$ cat src/rtl/modexp_pkg.sv
// ----------------------------------------------------------------------------
// modexp_pkg
// shared types for the modular exponentiation block: sequencer states and
// status groups passed between the sequencer, the multiplier and the top
// ----------------------------------------------------------------------------
`default_nettype none

package modexp_pkg;

  // sequencer states
  typedef enum logic [2:0] {
    ST_IDLE,
    ST_REDUCE,
    ST_STEP,
    ST_MUL,
    ST_SQR,
    ST_DONE
  } state_t;

  // modular multiplier status
  typedef struct packed {
    logic busy;
    logic done;
  } mm_stat_t;

  // sequencer status toward the handshake logic
  typedef struct packed {
    logic idle;
    logic res_valid;
  } seq_stat_t;

endpackage : modexp_pkg

`default_nettype wire

$ cat src/rtl/modular_exponentiation_top.sv
// ----------------------------------------------------------------------------
// modular_exponentiation_top
// base ^ exponent mod modulus by right-to-left square-and-multiply
// ----------------------------------------------------------------------------
// channels: in_valid / in_ready take one transaction of base, exponent and
//   modulus; out_valid / out_ready return one out_power_result for each
//   an exponent of zero returns 1, a modulus of one returns 0 otherwise
// sequence: one shared bit-serial multiplier; one multiply reduces the base,
//   then each exponent bit up to the top set bit passes through the step
//   state, a multiply when set and a squaring unless it is the top bit; a
//   zero exponent or zero modulus skips the arithmetic
// throughput: one transaction at a time; in_ready rises once the result has
//   moved to the output register, in the same cycle as out_valid rises
// reset: rst_n is synchronous, active low; it empties the output register and
//   returns the sequencer to idle, any transaction in flight is dropped
// stall: with out_ready low the result holds in the output register; a second
//   finished result waits in the sequencer, and in_ready stays low
// ----------------------------------------------------------------------------
`default_nettype none

module modular_exponentiation_top
  import modexp_pkg::*;
#(
  parameter int OPERAND_BITS = 63
) (
  input  wire logic                    clk,
  input  wire logic                    rst_n,
  input  wire logic                    in_valid,
  output logic                         in_ready,
  input  wire logic [OPERAND_BITS-1:0] in_base,
  input  wire logic [OPERAND_BITS-1:0] in_exponent,
  input  wire logic [OPERAND_BITS-1:0] in_modulus,
  output logic                         out_valid,
  input  wire logic                    out_ready,
  output logic [OPERAND_BITS-1:0]      out_power_result
);

  localparam int N = OPERAND_BITS;

  seq_stat_t    seq_stat;
  mm_stat_t     mm_stat;
  logic [N-1:0] seq_result;
  logic         mul_start;
  logic [N-1:0] mul_x;
  logic [N-1:0] mul_y;
  logic [N-1:0] mul_m;
  logic [N-1:0] mul_prod;

  logic         in_accept;
  logic         res_ready;

  logic         out_valid_r;
  logic [N-1:0] out_power_result_r;

  // new transaction only while the sequencer is idle
  assign in_ready  = seq_stat.idle;
  assign in_accept = in_valid && seq_stat.idle;

  // output register takes a result when empty or emptying this cycle
  assign res_ready = !out_valid_r || out_ready;

  modexp_seq #(
    .N(N)
  ) u_seq (
    .clk      (clk),
    .rst_n    (rst_n),
    .accept   (in_accept),
    .base     (in_base),
    .exponent (in_exponent),
    .modulus  (in_modulus),
    .res_ready(res_ready),
    .stat     (seq_stat),
    .result   (seq_result),
    .mul_start(mul_start),
    .mul_x    (mul_x),
    .mul_y    (mul_y),
    .mul_m    (mul_m),
    .mul_stat (mm_stat),
    .mul_prod (mul_prod)
  );

  // shared bit-serial modular multiplier
  modexp_mulser #(
    .N(N)
  ) u_mulser (
    .clk  (clk),
    .rst_n(rst_n),
    .start(mul_start),
    .x    (mul_x),
    .y    (mul_y),
    .m    (mul_m),
    .stat (mm_stat),
    .prod (mul_prod)
  );

  // output register
  always_ff @(posedge clk) begin
    if (!rst_n) begin
      out_valid_r <= 1'b0;
    end else if (seq_stat.res_valid && res_ready) begin
      out_valid_r <= 1'b1;
    end else if (out_ready) begin
      out_valid_r <= 1'b0;
    end
  end

  always_ff @(posedge clk) begin
    if (seq_stat.res_valid && res_ready) begin
      out_power_result_r <= seq_result;
    end
  end

  assign out_valid        = out_valid_r;
  assign out_power_result = out_power_result_r;

  // an accepted transaction always leaves the sequencer busy
  a_accept_busy : assert property (@(posedge clk) disable iff (!rst_n)
    in_accept |=> !seq_stat.idle)
    else $error("sequencer idle right after accepting a transaction");

  // the multiplier only runs on behalf of a transaction in flight
  a_mul_owned : assert property (@(posedge clk) disable iff (!rst_n)
    (mm_stat.busy || mm_stat.done) |-> !seq_stat.idle)
    else $error("multiplier active while sequencer idle");

  // a finished result moves into the output register
  a_res_moved : assert property (@(posedge clk) disable iff (!rst_n)
    (seq_stat.res_valid && res_ready) |=> (out_valid && !seq_stat.res_valid))
    else $error("result lost between sequencer and output register");

  // a stalled finished result is kept
  a_res_held : assert property (@(posedge clk) disable iff (!rst_n)
    (seq_stat.res_valid && !res_ready) |=> seq_stat.res_valid)
    else $error("sequencer dropped a waiting result");

endmodule : modular_exponentiation_top

`default_nettype wire

$ cat src/rtl/modexp_mulser.sv
// ----------------------------------------------------------------------------
// modexp_mulser
// bit-serial modular multiplier: one multiplier bit per cycle, msb first,
// computes (x * y) mod m for x, y below m
// ----------------------------------------------------------------------------
`default_nettype none

module modexp_mulser
  import modexp_pkg::*;
#(
  parameter int N = 63
) (
  input  wire logic         clk,
  input  wire logic         rst_n,
  input  wire logic         start,
  input  wire logic [N-1:0] x,
  input  wire logic [N-1:0] y,
  input  wire logic [N-1:0] m,
  output mm_stat_t          stat,
  output logic      [N-1:0] prod
);

  localparam int CW = $clog2(N);

  logic [N-1:0]  acc_r, acc_nxt;
  logic [N-1:0]  y_r;
  logic [CW-1:0] cnt_r;
  logic          busy_r;
  logic          done_r;

  logic [N+1:0]  t;
  logic [N+1:0]  m1;
  logic [N+1:0]  m2;

  // t = 2*acc + bit*x stays below 3m, so one of two subtractions finishes it
  always_comb begin
    m1 = {2'b00, m};
    m2 = {1'b0, m, 1'b0};
    t  = {1'b0, acc_r, 1'b0} + (y_r[N-1] ? {2'b00, x} : '0);
    if (t >= m2) begin
      acc_nxt = N'(t - m2);
    end else if (t >= m1) begin
      acc_nxt = N'(t - m1);
    end else begin
      acc_nxt = N'(t);
    end
  end

  always_ff @(posedge clk) begin
    if (!rst_n) begin
      busy_r <= 1'b0;
      done_r <= 1'b0;
    end else begin
      done_r <= 1'b0;
      if (start) begin
        busy_r <= 1'b1;
      end else if (busy_r && cnt_r == '0) begin
        busy_r <= 1'b0;
        done_r <= 1'b1;
      end
    end
  end

  always_ff @(posedge clk) begin
    if (start) begin
      acc_r <= '0;
      y_r   <= y;
      cnt_r <= CW'(N - 1);
    end else if (busy_r) begin
      acc_r <= acc_nxt;
      y_r   <= {y_r[N-2:0], 1'b0};
      cnt_r <= cnt_r - CW'(1);
    end
  end

  assign stat.busy = busy_r;
  assign stat.done = done_r;
  assign prod      = acc_r;

endmodule : modexp_mulser

`default_nettype wire

$ cat src/rtl/modexp_seq.sv
// ----------------------------------------------------------------------------
// modexp_seq
// square-and-multiply sequencer: holds the operands, scans the exponent lsb
// first and issues reduce, multiply and square operations to the multiplier
// ----------------------------------------------------------------------------
`default_nettype none

module modexp_seq
  import modexp_pkg::*;
#(
  parameter int N = 63
) (
  input  wire logic         clk,
  input  wire logic         rst_n,
  input  wire logic         accept,
  input  wire logic [N-1:0] base,
  input  wire logic [N-1:0] exponent,
  input  wire logic [N-1:0] modulus,
  input  wire logic         res_ready,
  output seq_stat_t         stat,
  output logic      [N-1:0] result,
  output logic              mul_start,
  output logic      [N-1:0] mul_x,
  output logic      [N-1:0] mul_y,
  output logic      [N-1:0] mul_m,
  input  wire mm_stat_t     mul_stat,
  input  wire logic [N-1:0] mul_prod
);

  state_t       state_r, state_nxt;
  logic         start_r, start_nxt;
  logic [N-1:0] b_r;
  logic [N-1:0] e_r;
  logic [N-1:0] m_r;
  logic [N-1:0] acc_r;
  logic [N-1:0] sq_r;

  logic         trivial;
  logic         last_bit;

  // zero exponent or zero modulus needs no arithmetic
  assign trivial  = (exponent == '0) || (modulus == '0);
  assign last_bit = (e_r[N-1:1] == '0);

  always_comb begin
    state_nxt = state_r;
    unique case (state_r)
      ST_IDLE: begin
        if (accept) begin
          state_nxt = trivial ? ST_DONE : ST_REDUCE;
        end
      end
      ST_REDUCE: begin
        if (mul_stat.done) begin
          state_nxt = ST_STEP;
        end
      end
      ST_STEP: begin
        state_nxt = e_r[0] ? ST_MUL : ST_SQR;
      end
      ST_MUL: begin
        if (mul_stat.done) begin
          state_nxt = last_bit ? ST_DONE : ST_SQR;
        end
      end
      ST_SQR: begin
        if (mul_stat.done) begin
          state_nxt = ST_STEP;
        end
      end
      ST_DONE: begin
        if (res_ready) begin
          state_nxt = ST_IDLE;
        end
      end
      default: state_nxt = ST_IDLE;
    endcase
  end

  always_comb begin
    start_nxt      = 1'b0;
    stat.idle      = 1'b0;
    stat.res_valid = 1'b0;
    unique case (state_r)
      ST_IDLE: begin
        stat.idle = 1'b1;
        start_nxt = accept && !trivial;
      end
      ST_STEP: start_nxt = 1'b1;
      ST_MUL:  start_nxt = mul_stat.done && !last_bit;
      ST_DONE: stat.res_valid = 1'b1;
      default: start_nxt = 1'b0;
    endcase
  end

  always_ff @(posedge clk) begin
    if (!rst_n) begin
      state_r <= ST_IDLE;
      start_r <= 1'b0;
    end else begin
      state_r <= state_nxt;
      start_r <= start_nxt;
    end
  end

  always_ff @(posedge clk) begin
    case (state_r)
      ST_IDLE: begin
        if (accept) begin
          b_r <= base;
          e_r <= exponent;
          m_r <= modulus;
          // exponent zero gives 1; otherwise start from 1 mod m, or 0 for a zero modulus
          if (exponent == '0) begin
            acc_r <= N'(1);
          end else if (modulus == '0 || modulus == N'(1)) begin
            acc_r <= '0;
          end else begin
            acc_r <= N'(1);
          end
        end
      end
      ST_REDUCE: begin
        if (mul_stat.done) begin
          sq_r <= mul_prod;
        end
      end
      ST_MUL: begin
        if (mul_stat.done) begin
          acc_r <= mul_prod;
        end
      end
      ST_SQR: begin
        if (mul_stat.done) begin
          sq_r <= mul_prod;
          e_r  <= {1'b0, e_r[N-1:1]};
        end
      end
      default: ;
    endcase
  end

  // operand selection; the multiplier samples y at start, x and m throughout
  always_comb begin
    case (state_r)
      ST_REDUCE: begin
        mul_x = N'(1);
        mul_y = b_r;
      end
      ST_MUL: begin
        mul_x = acc_r;
        mul_y = sq_r;
      end
      default: begin
        mul_x = sq_r;
        mul_y = sq_r;
      end
    endcase
  end

  assign mul_start = start_r;
  assign mul_m     = m_r;
  assign result    = acc_r;

endmodule : modexp_seq

`default_nettype wire
$ cat config.mk
export PLATFORM = sky130hd
export DESIGN_NAME = modular_exponentiation_top
export DESIGN_NICKNAME = d
export VERILOG_FILES = /design/src/rtl/modexp_pkg.sv /design/src/rtl/modular_exponentiation_top.sv /design/src/rtl/modexp_mulser.sv /design/src/rtl/modexp_seq.sv
export SDC_FILE = /design/constraint.sdc
export NUM_CORES = 1
export LEC_CHECK = 0
export ABC_AREA = 1
export BUFFER_PORTS_ARGS = -buffer_cell sky130_fd_sc_hd__buf_2
export CAP_MARGIN = 25
export CORE_MARGIN = 2
export CORE_UTILIZATION = 50
export DETAILED_ROUTE_END_ITERATION = 6
export GPL_TIMING_DRIVEN = 1
export HOLD_SLACK_MARGIN = 0.05
export PLACE_DENSITY = 0.7
export SETUP_SLACK_MARGIN = 0.15
export SKIP_CTS_REPAIR_TIMING = 1
export SYNTH_ARGS = -nofsm -noshare
export SYNTH_HDL_FRONTEND = slang
export SYNTH_SLANG_ARGS = --single-unit
export TNS_END_PERCENT = 10
$ cat constraint.sdc
create_clock -name clk -period 8.7 [get_ports clk]
set_clock_uncertainty 0.2 [all_clocks]
set_input_delay 0.435 -clock clk [delete_from_list [all_inputs] [get_ports clk]]
set_output_delay 0.435 -clock clk [all_outputs]
set_load 0.005 [all_outputs]
# Yosys cells after proc, flatten, opt, wreduce, memory -nomap -nowiden

Index checks and enable logic that the tools add are counted.

Reductions and logical operators: 28
Equal/unequal tests: 11
Bitwise operators: 1
Multiplexer cells: 31
$add $sub $neg: 4
Magnitude comparators: 2

Operators by type and width:

| cell                                                                     | number |
|---|---|
| 63-bit 2-to-1 mux                                                        | 11 |
| 63-bit one-hot mux with 2 select lines                                   | 3 |
| 63-bit zero test                                                         | 2 |
| 63-bit subtractor                                                        | 2 |
| 64-bit by 63-bit adder with 65-bit output                                | 1 |
| 65-bit by 63-bit greater-or-equal comparator with 1-bit output           | 1 |
| 65-bit by 64-bit greater-or-equal comparator with 1-bit output           | 1 |
| 63-bit by 1-bit == test with 1-bit output (second input constant)        | 1 |
| 62-bit zero test                                                         | 1 |
| 3-bit 2-to-1 mux                                                         | 6 |
| 3-bit one-hot mux with 5 select lines                                    | 1 |
| 2-bit nonzero test                                                       | 5 |
| 1-bit 2-to-1 mux                                                         | 9 |
| 2-bit by 1-bit inequality test with 1-bit output (second input constant) | 4 |
| 3-bit by 2-bit == test with 1-bit output (second input constant)         | 2 |
| 3-bit == test (second input constant)                                    | 2 |
| 6-bit zero test                                                          | 1 |
| 3-bit AND reduction                                                      | 2 |
| 6-bit by 1-bit subtractor with 6-bit output (second input constant)      | 1 |
| 1-bit logical AND                                                        | 5 |
| 2-bit AND reduction                                                      | 2 |
| 4-bit AND reduction                                                      | 1 |
| 2-bit OR reduction                                                       | 2 |
| 3-bit by 1-bit == test with 1-bit output (second input constant)         | 1 |
| 6 further kinds                                                          | 10 |

Input port bits: 193
Register bits: 517

# Longest topological paths before layout

Gate-level depths: netlist of the first run.

Depth after elaboration: 7
Mapped depth: 44
Gate-level depth less buffers: 42

# Hierarchy

Synthesis of the first run repeated with hierarchy kept, for this count alone.

Cell total of the unflattened synthesis: 5087
Area total of the unflattened synthesis: 37156.9 um^2

By module, submodules not included:

| module                     | seq. area each (um^2) | instances | cells each | area an instance (um^2) |
|---|---|---|---|---|
| modexp_mulser              | 3313.2                | 1         | 3907       | 21976.1 |
| modexp_seq                 | 9539.1                | 1         | 1108       | 13230.2 |
| modular_exponentiation_top | 1911.8                | 1         | 72         | 1950.6 |

# Least setup slack after synthesis of the first run

OpenSTA, ideal clock, no wires.

Kind: register to register
Start point: register u_seq.state_r[0]
End point: register u_seq.e_r[0], enable pin
Arrival time: 5594 ps
Period minus slack after synthesis: 6365 ps
Stages on the path, launching flop included: 7
Slack: 2335 ps
Library setup time: 571 ps
Cells stage by stage: dfxtp_1 > nor2_1 > inv_1 > nor2_1 > clkinv_1 > clkbuf_1 > o21ai_0

Cells in the longest elaborated chain, start to end: 5
Elaborated cells between the ends (all ways): 8
Classes of those cells: 3 x eq/ne; 1 x mux; 4 x reduce/logical

RTL lines:

| what                                                       | line                                | text |
|---|---|---|
| start: declaration                                         | modexp_seq.sv:30                    | `state_t state_r, state_nxt;` |
| start signal: assignment                                   | modexp_seq.sv:101                   | `state_r <= state_nxt;` |
| 3-bit zero test                                            | modexp_seq.sv:84, modexp_seq.sv:107 |  |
| 1-bit 2-to-1 mux                                           | modexp_seq.sv:84                    | `unique case (state_r)` |
| 1-bit logical AND                                          | modular_exponentiation_top.sv:57    | `assign in_accept = in_valid && seq_stat.idle;` |
| 2-bit by 1-bit inequality test with 1-bit output (no line) | -                                   |  |
| 3-bit AND reduction (no line) (*)                          | -                                   |  |
| end signal: assignment                                     | modexp_seq.sv:111                   | `e_r <= exponent;` |
| end signal: assignment                                     | modexp_seq.sv:136                   | `e_r <= {1'b0, e_r[N-1:1]};` |
| end: declaration                                           | modexp_seq.sv:33                    | `logic [N-1:0] e_r;` |

Mark *: on every way between the ends. The rest lies on a longest branch, timed or not.
A chain may end at the register's enable or synchronous reset.

# Final worst setup path of the first run

Start point: register u_seq.state_r[2]
End point: register u_mulser.acc_r[8] (netlist: u_mulser.prod[8])

Cells in the longest elaborated chain, start to end: 7
Elaborated cells between the ends (all ways): 11
Classes of those cells: 3 x add/sub; 2 x order compare; 2 x eq/ne; 4 x mux

RTL lines:

| what                                                                                                        | line                                     | text |
|---|---|---|
| 3-bit by 2-bit == test with 1-bit output / 3-bit by 1-bit == test with 1-bit output (equally long branches) | modexp_seq.sv:145                        | `case (state_r)` |
| 63-bit one-hot mux with 2 select lines (*)                                                                  | modexp_seq.sv:145                        |  |
| 63-bit 2-to-1 mux (*)                                                                                       | modexp_mulser.sv:39                      | `t = {1'b0, acc_r, 1'b0} + (y_r[N-1] ? {2'b00, x} : '0);` |
| 64-bit by 63-bit adder with 65-bit output (*)                                                               | modexp_mulser.sv:39                      |  |
| 63-bit subtractor / 65-bit by 63-bit greater-or-equal comparator with 1-bit output (equally long branches)  | modexp_mulser.sv:43, modexp_mulser.sv:42 |  |
| 63-bit 2-to-1 mux                                                                                           | modexp_mulser.sv:42                      | `end else if (t >= m1) begin` |
| 63-bit 2-to-1 mux (*)                                                                                       | modexp_mulser.sv:40                      | `if (t >= m2) begin` |
| end signal: assignment                                                                                      | modexp_mulser.sv:70                      | `acc_r <= acc_nxt;` |
| end: declaration                                                                                            | modexp_mulser.sv:25                      | `logic [N-1:0] acc_r, acc_nxt;` |

Marked as above.

==> results, run 1 <==
- The warning count from the yosys run is 0.
- Setup violations remaining at the end of the flow were counted as 0.
- The timing-limited maximum frequency is 0.1310 GHz.
- For flop-to-flop paths, the worst setup slack is 1.06 ns.
- The final cycle utilization of the critical path is 0.8777.
- In the final design database the tool counted 5705 nets.
- The number of antenna violations at the first check in global routing is 2.
- In this design, the critical path's most frequently occurring cell is sky130_fd_sc_hd__nand2_1.
- Relative to the synthesized area, the layout overhead comes to 16.86%.
- The boundary pin count is 258.
- The number of max-capacitance violations reported is 0.
- The global router's overall resource usage is 0.3758.
- The post-synthesis net count is 5275.
- The final critical delay including setup and external delays is 7.636 ns.
- The share of the Yosys chip area taken by registers is 0.4071.
- The number of nets still failing antenna checks after routing is 0.
- Detailed placement ended at an HPWL of around 120000 µm.
- In this run the critical register-to-register path is launched from u_seq.state_r[2]$_SDFFE_PN0P_.
- The critical-path cell with the highest stage delay is sky130_fd_sc_hd__nor3_1.
- The final number of hold-violating endpoints is 0.
- After detailed routing, the average wire length per cell comes to 23.45 µm.
- Clock tree synthesis inserted a total of 56 buffers.
- The first-pass iteration count of the detailed router is 5.
- The effective utilization at floorplan is 0.5065.
- The flow ran to the end, and the final reports show no timing, DRC or antenna violations.
- Synthesis inferred 517 register bits.
- The most frequently used flop master after synthesis is sky130_fd_sc_hd__edfxtp_1.
- Yosys attributes the largest share of cell area to sky130_fd_sc_hd__edfxtp_1 37%, sky130_fd_sc_hd__nand2_1 14%, sky130_fd_sc_hd__a21oi_1 7.3%.
- The synthesized netlist occupies a cell area of 36270 µm².
- The first global-routing pass estimated 208000 µm of wire.
- The delay of the slowest cell on the worst path is around 0.65 ns.
- In this run, the number of DRC markers left after iteration 0 of detailed routing was 4053.
- Setup repair after global routing left no endpoint under its margin.
- The latest clock arrival within the worst-skew pair is 0.65 ns.
- The proportion of register bits with asynchronous set or reset after synthesis is 0.
- For the pin with the worst max-slew slack, the measured transition is 0.9894 ns.
- The detail-routed via count per cell is 5.738.
- The required time of the worst setup path is 9.03 ns.
- Of the post-synthesis cell area, the dominant cell type holds 0.3651.
- The worst slew slack as a fraction of its limit is 0.3335.
- The post-route setup TNS is 0 ns.
- The clock net sink count is just over 500.
- The TritonCTS clock tree is built.
- The via count of the first global-routing pass is 33280.
- The start point of the critical path is u_seq.state_r[2]$_SDFFE_PN0P_.
- The total number of H-tree levels is 2.
- The cell at the root of the clock tree is sky130_fd_sc_hd__clkbuf_16.
- By startpoint and endpoint, the worst setup path is classified as reg -> reg.
- The final layout contains routed wiring with a total length of approximately 150000 µm.
- The maximum root-to-sink buffer count is 3.
- Entering global routing, the biggest net connects 78 pins.
- The placer's final routability congestion estimate is 1.110.
- The synthesized design spends more area on one cell type than any other, namely sky130_fd_sc_hd__edfxtp_1.
- The worst endpoint data arrival time is 7.97 ns.
- The fraction of layout instances using a drive strength above 1 is 0.09821.
- Synthesis instantiated 53 different standard cells from the library.
- By count the netlist is led by 1372 x sky130_fd_sc_hd__nand2_1, 653 x sky130_fd_sc_hd__inv_1, 549 x sky130_fd_sc_hd__nor2_1.
- The max-slew violation total from the final report was 0.
- The path type of the worst min-delay path is in -> reg.
- Of all nets on the critical path, the largest fanout is 44.
- The number of synthesized flops with an enable pin is 441.
- After synthesis, the mean cell area works out to 7.417 µm².
- After clock tree synthesis, the clock-pin slew on the worst setup and hold paths is 0.07 ns.
- The die covers 74710 µm².
- The most frequently used cell type in the post-synthesis netlist is sky130_fd_sc_hd__nand2_1.
- The core footprint is 71610 µm².
- Counting every instance in the synthesized netlist gives 4890.
- The worst setup path is launched from a register.
- During placement, the flow inserted port buffers numbering 257.
- The floorplan has 98 rows.
- The overall die height is about 270 µm.
- The critical path capture point type is a register.
- After detailed routing, the number of remaining DRC violations is 0.
- In this run the most critical hold path is launched from in_valid.
- The count of fill cells added during filler insertion is about 6700.
- The detailed router placed 36260 vias in this run.
- Measured along the x axis, the die boundary spans 273.3 µm.
- The total overflow reported by the global router is 0.
cell families (layout without fill, tap and decap cells):
family	after synthesis	count (layout)	synth area share
simple gates	2409	2409	0.2806
compound gates	867	867	0.1306
buf+inv	783	1259	0.08538
flops	517	517	0.4071
fa+ha+maj	192	192	0.06686
xor+xnor	122	122	0.02946
other cells	0	4	0
cell type report:
| class | instances | area [µm²] | area share |
|---|---|---|---|
| Multi-Input combinational cell | 3590 | 18470 | 0.4357 |
| Clock inverter | 41 | 444.2 | 0.01048 |
| Clock buffer | 63 | 1428 | 0.03368 |
| Timing Repair Buffer | 490 | 3576 | 0.08437 |
| Antenna cell | 4 | 10.01 | 0.0002362 |
| Inverter | 665 | 2502 | 0.05904 |
| Tap cell | 950 | 1189 | 0.02804 |
| Sequential cell | 517 | 14770 | 0.3484 |
flip-flops by register name, indices dropped and copies added (netlist names):
register          flops
out_power_result     63
u_mulser.prod        63
u_mulser.y_r         63
u_seq.b_r            63
u_seq.e_r            63
u_seq.mul_m          63
u_seq.result         63
u_seq.sq_r           63
u_mulser.cnt_r        6
u_seq.state_r         3
out_valid             1
u_mulser.busy_r       1
u_mulser.done_r       1
u_seq.mul_start       1
critical path, delay by kind of cell (launching register included):
kind	cells	cell delay, ns
flip-flops	1	0.36
adder cells (fa/ha/maj)	2	0.84
AO/OA/AOI/OAI	7	1.60
buffers and inverters	4	1.00
AND/OR/NAND/NOR	16	3.44
through the flow:
step | instance area, µm² | util | hold WS (ns) | std cells | worst slack [ns]
finish | 42380 | 0.5919 | 0.1550 | 6320 | 1.064
global placement | 38570 | 0.5386 | 0.2329 | 6020 | 1.473
global route | 42380 | 0.5919 | 0.1863 | 6319 | 0.8884
floorplan | 36270 | - | 0.2267 | 4890 | 2.335
CTS | 40460 | 0.5651 | -0.2563 | 6125 | 1.372
detailed placement | 38590 | 0.5389 | 0.2325 | 6021 | 1.404
per-layer routing:
layer  track usage  vias to the layer above  wire, µm
met4        0.1821                        0      8696
met1        0.5108                    17130     60760
met5             0                        -         0
li1              -                    17010         -
met2        0.5961                     1789     66930
met3       0.04570                      336     11840
path summary, 6_finish.rpt:
kind                                                  endpoint  depth (start not counted)
worst max register to register   u_mulser.prod[8]$_SDFFE_PP0P_                         29
worst max-delay path             u_mulser.prod[8]$_SDFFE_PP0P_                         29
worst min register to register  out_power_result[56]$_DFFE_PP_                          0
worst min-delay path             u_seq.state_r[0]$_SDFFE_PN0P_                          5
cells in the final DEF, fill, tap and decap left out, types with 43 or more instances in the layout:
| cell | n |
|---|---|
| sky130_fd_sc_hd__o21ai_0 | 188 |
| sky130_fd_sc_hd__nor3_1 | 44 |
| sky130_fd_sc_hd__buf_2 | 257 |
| sky130_fd_sc_hd__nor4_1 | 52 |
| sky130_fd_sc_hd__edfxtp_1 | 441 |
| sky130_fd_sc_hd__nand2_1 | 1370 |
| sky130_fd_sc_hd__ha_1 | 189 |
| sky130_fd_sc_hd__xor2_1 | 81 |
| sky130_fd_sc_hd__o21bai_1 | 50 |
| sky130_fd_sc_hd__a21oi_1 | 530 |
| sky130_fd_sc_hd__inv_1 | 649 |
| sky130_fd_sc_hd__nand3_1 | 224 |
| sky130_fd_sc_hd__nor2_1 | 546 |
| sky130_fd_sc_hd__clkbuf_16 | 56 |
| sky130_fd_sc_hd__dfxtp_1 | 74 |
| sky130_fd_sc_hd__nand3_2 | 43 |
| sky130_fd_sc_hd__dlygate4sd3_1 | 191 |
| sky130_fd_sc_hd__nand4_1 | 43 |
Power of run 1 is not shown: default switching activity piles up to over one toggle a cycle in this logic, so the estimate is an artifact.
==> inputs of run 2 (changes only) <==
Settings changed: SYNTH_HIERARCHICAL set to 1.
==> run 2 against run 1 <==
Against the previous run:
- via count increased by 0.74%
- register-to-register slack improved by 0.73 ns
- die area increased by 2.4%
- first-iteration DRC count increased by 3.4%
- flip-flop and latch count unchanged
- critical endpoint is now u_mulser/prod[7]$_SDFFE_PP0P_
==> results, run 2 <==
- The run finished with clean final reports.
- Synthesis handed over a netlist of between 5000 and 6000 instances.
- The path type of the worst min-delay path is in -> reg.
- The latest clock arrival within the worst-skew pair is approximately 0.64 ns.
- At the end of the flow, the number of nets in the layout was just under 6000.
- Counting every net in the synthesized netlist gives 5471.
- During placement, the flow inserted port buffers numbering 257.
- The max-slew violation total from the final report came to 0.
- The start point of the critical path is u_seq/state_r[1]$_SDFFE_PN0P_.
- The TritonCTS clock tree is built.
- Measured in cells, the most critical reg-to-reg path has a length of 29.
- The critical path capture point type is a register.
- The first global-routing pass estimated between 200000 and 250000 µm of wire.
- After routing, the total negative slack on setup checks comes to 0 ns.
- In this run the tightest slew margin relative to its limit is 0.3289.
- The endpoint identified for the worst register-to-register timing path is u_mulser/prod[7]$_SDFFE_PP0P_.
- The aggregate routed wire length is approximately 140000 µm.
- The detail-routed via count per cell is 5.608.
- At the pin with the least slew margin, the transition time is 0.9961 ns.
- The via count of the first global-routing pass is 33980.
- The core region is about 73000 µm².
- Routability-driven placement finished with a final weighted congestion of ~1.1.
- The number of clock buffers inserted by TritonCTS is 55.
- No sink is reached through more buffers than the 3 on the longest clock path.
- The worst setup path is of the reg -> reg kind.
- Entering global routing, the biggest net connects between 100 and 150 pins.
- Of the cells placed in the final design, the portion with a size suffix greater than 1 is 0.09402.
- The count of fill cells added during filler insertion is a little under 7000.
- Data on the critical path is required at its endpoint by 9.02 ns.
- The boundary pin count is about 260.
- The final cycle utilization of the critical path is 0.7943.
- Setup violations remaining at the end of the flow were counted as 0.
- For this run, design rule violations remaining after detail routing come to 0.
- The number of nets still failing antenna checks after routing is 0.
- The total overflow reported by the global router is 0.
- The horizontal die dimension is 276.6 µm.
- The kind of start point of the critical path is a register.
- The final critical delay including setup and external delays is 6.910 ns.
- The cell at the root of the clock tree is sky130_fd_sc_hd__clkbuf_16.
- The number of max-capacitance violations reported is 0.
- The most critical setup path has its endpoint at u_mulser/prod[7]$_SDFFE_PP0P_.
- The row count is slightly below 100.
- The final number of hold-violating endpoints is 0.
- The first-pass iteration count of the detailed router is 6.
- The timing-limited maximum frequency is roughly 0.14 GHz.
- The effective utilization at floorplan is 0.5075.
- In this run the worst path has a maximum fanout of 57.
- The internal reg-to-reg setup slack is 1.79 ns.
- After synthesis, the mean cell area works out to 7.304 µm².
- Setup repair after global routing left no endpoint under its margin.
- The number of antenna violations at the first check in global routing is 3.
- The area of the die is 76490 µm².
- The synthesized cell area is 37150 µm².
- The post-CTS clock slew at the launch and capture registers of the worst setup and hold paths is 0.06 ns.
- For this block, the initial DRC count from the detailed router was 4191.
- The clock net sink count is 517.
- The post-DP HPWL is between 100000 and 150000 µm.
- The total number of H-tree levels is 2.
- The mean routed wirelength per cell is 21.59 µm.
- The most common cell after layout, fill and taps aside is sky130_fd_sc_hd__nand2_1.
- The Yosys step of the flow raised 6 warnings.
- For this run, the slowest stage of the critical path takes 0.66 ns.
- The total via count in the routed design is 36530.
- The dominant cell type by count on the critical path is sky130_fd_sc_hd__nand2_1.
- The worst endpoint data arrival time is between 7 and 8 ns.
- In the layout the commonest cells are 1346 x sky130_fd_sc_hd__nand2_1, 817 x sky130_fd_sc_hd__inv_1, 622 x sky130_fd_sc_hd__nor2_1, 441 x sky130_fd_sc_hd__edfxtp_1, 402 x sky130_fd_sc_hd__a21oi_1.
- The critical register-to-register path startpoint is u_seq/state_r[1]$_SDFFE_PN0P_.
- For this run, the total global-route usage over all layers was measured as 0.3479.
- Compared with the post-synthesis result, the final layout area differs by 16.37%.
- The critical-path cell with the highest stage delay is sky130_fd_sc_hd__xor2_1.
- The overall die height is 276.6 µm.
[run 2: layer usage]
metal  share of wire  up-vias  global-route usage
li1                -    17370                   -
met1            0.42    17010              0.4664
met2            0.44     1783              0.5450
met3           0.080      374             0.04800
met4           0.064        0              0.1913
met5               0        -                   0
[run 2: area by class of cell]
cell class              count  area, µm²  area share
diodes                      3      7.507   0.0001737
clock buffers              62       1444     0.03340
clock inverters            40      475.5     0.01100
inverters                 834       3134     0.07250
multi-input cells        3619      18680      0.4322
flip-flops and latches    517      14770      0.3416
well taps                 959       1200     0.02776
repair buffers            480       3521     0.08144
[run 2: how the worst min path moves through the flow]
stage / depth (start not counted) / start / slack [ns] / endpoint
floorplan: 0 / u_seq/result[10]$_SDFFCE_PN0P_ / 0.23 / out_power_result[10]$_DFFE_PP_
global placement: 0 / u_seq/result[16]$_SDFFCE_PN0P_ / 0.23 / out_power_result[16]$_DFFE_PP_
detailed placement: 0 / u_seq/result[34]$_SDFFCE_PN0P_ / 0.24 / out_power_result[34]$_DFFE_PP_
CTS: 1 / in_base[39] / -0.25 / u_seq/b_r[39]$_DFFE_PP_
global route: 3 / in_exponent[62] / 0.07 / u_seq/e_r[62]$_SDFFCE_PP0P_
finish: 3 / in_exponent[62] / 0.06 / u_seq/e_r[62]$_SDFFCE_PP0P_
[run 2: per-stage QoR]
| stage | instance area, µm² | hold WS [ns] | util | setup slack, ns | cells |
|---|---|---|---|---|---|
| after floorplan | 37150 | 0.2268 | - | 1.363 | 5086 |
| after global routing | 43230 | 0.07369 | 0.5905 | 1.444 | 6513 |
| final | 43230 | 0.06069 | 0.5905 | 1.790 | 6514 |
| after CTS | 41280 | -0.2539 | 0.5639 | 2.091 | 6319 |
| after global placement | 39370 | 0.2337 | 0.5377 | 2.125 | 6217 |
| after detailed placement | 39370 | 0.2355 | 0.5377 | 2.123 | 6217 |
[run 2: critical path, delay by kind of cell (launching register included)]
kind | cells | cell delay (ns)
fa+ha+maj | 2 | 0.69
compound gates | 4 | 0.71
simple gates | 16 | 2.71
xor+xnor | 1 | 0.66
flops | 1 | 0.44
buf+inv | 6 | 1.27
Power of run 2 is left out for the same reason.
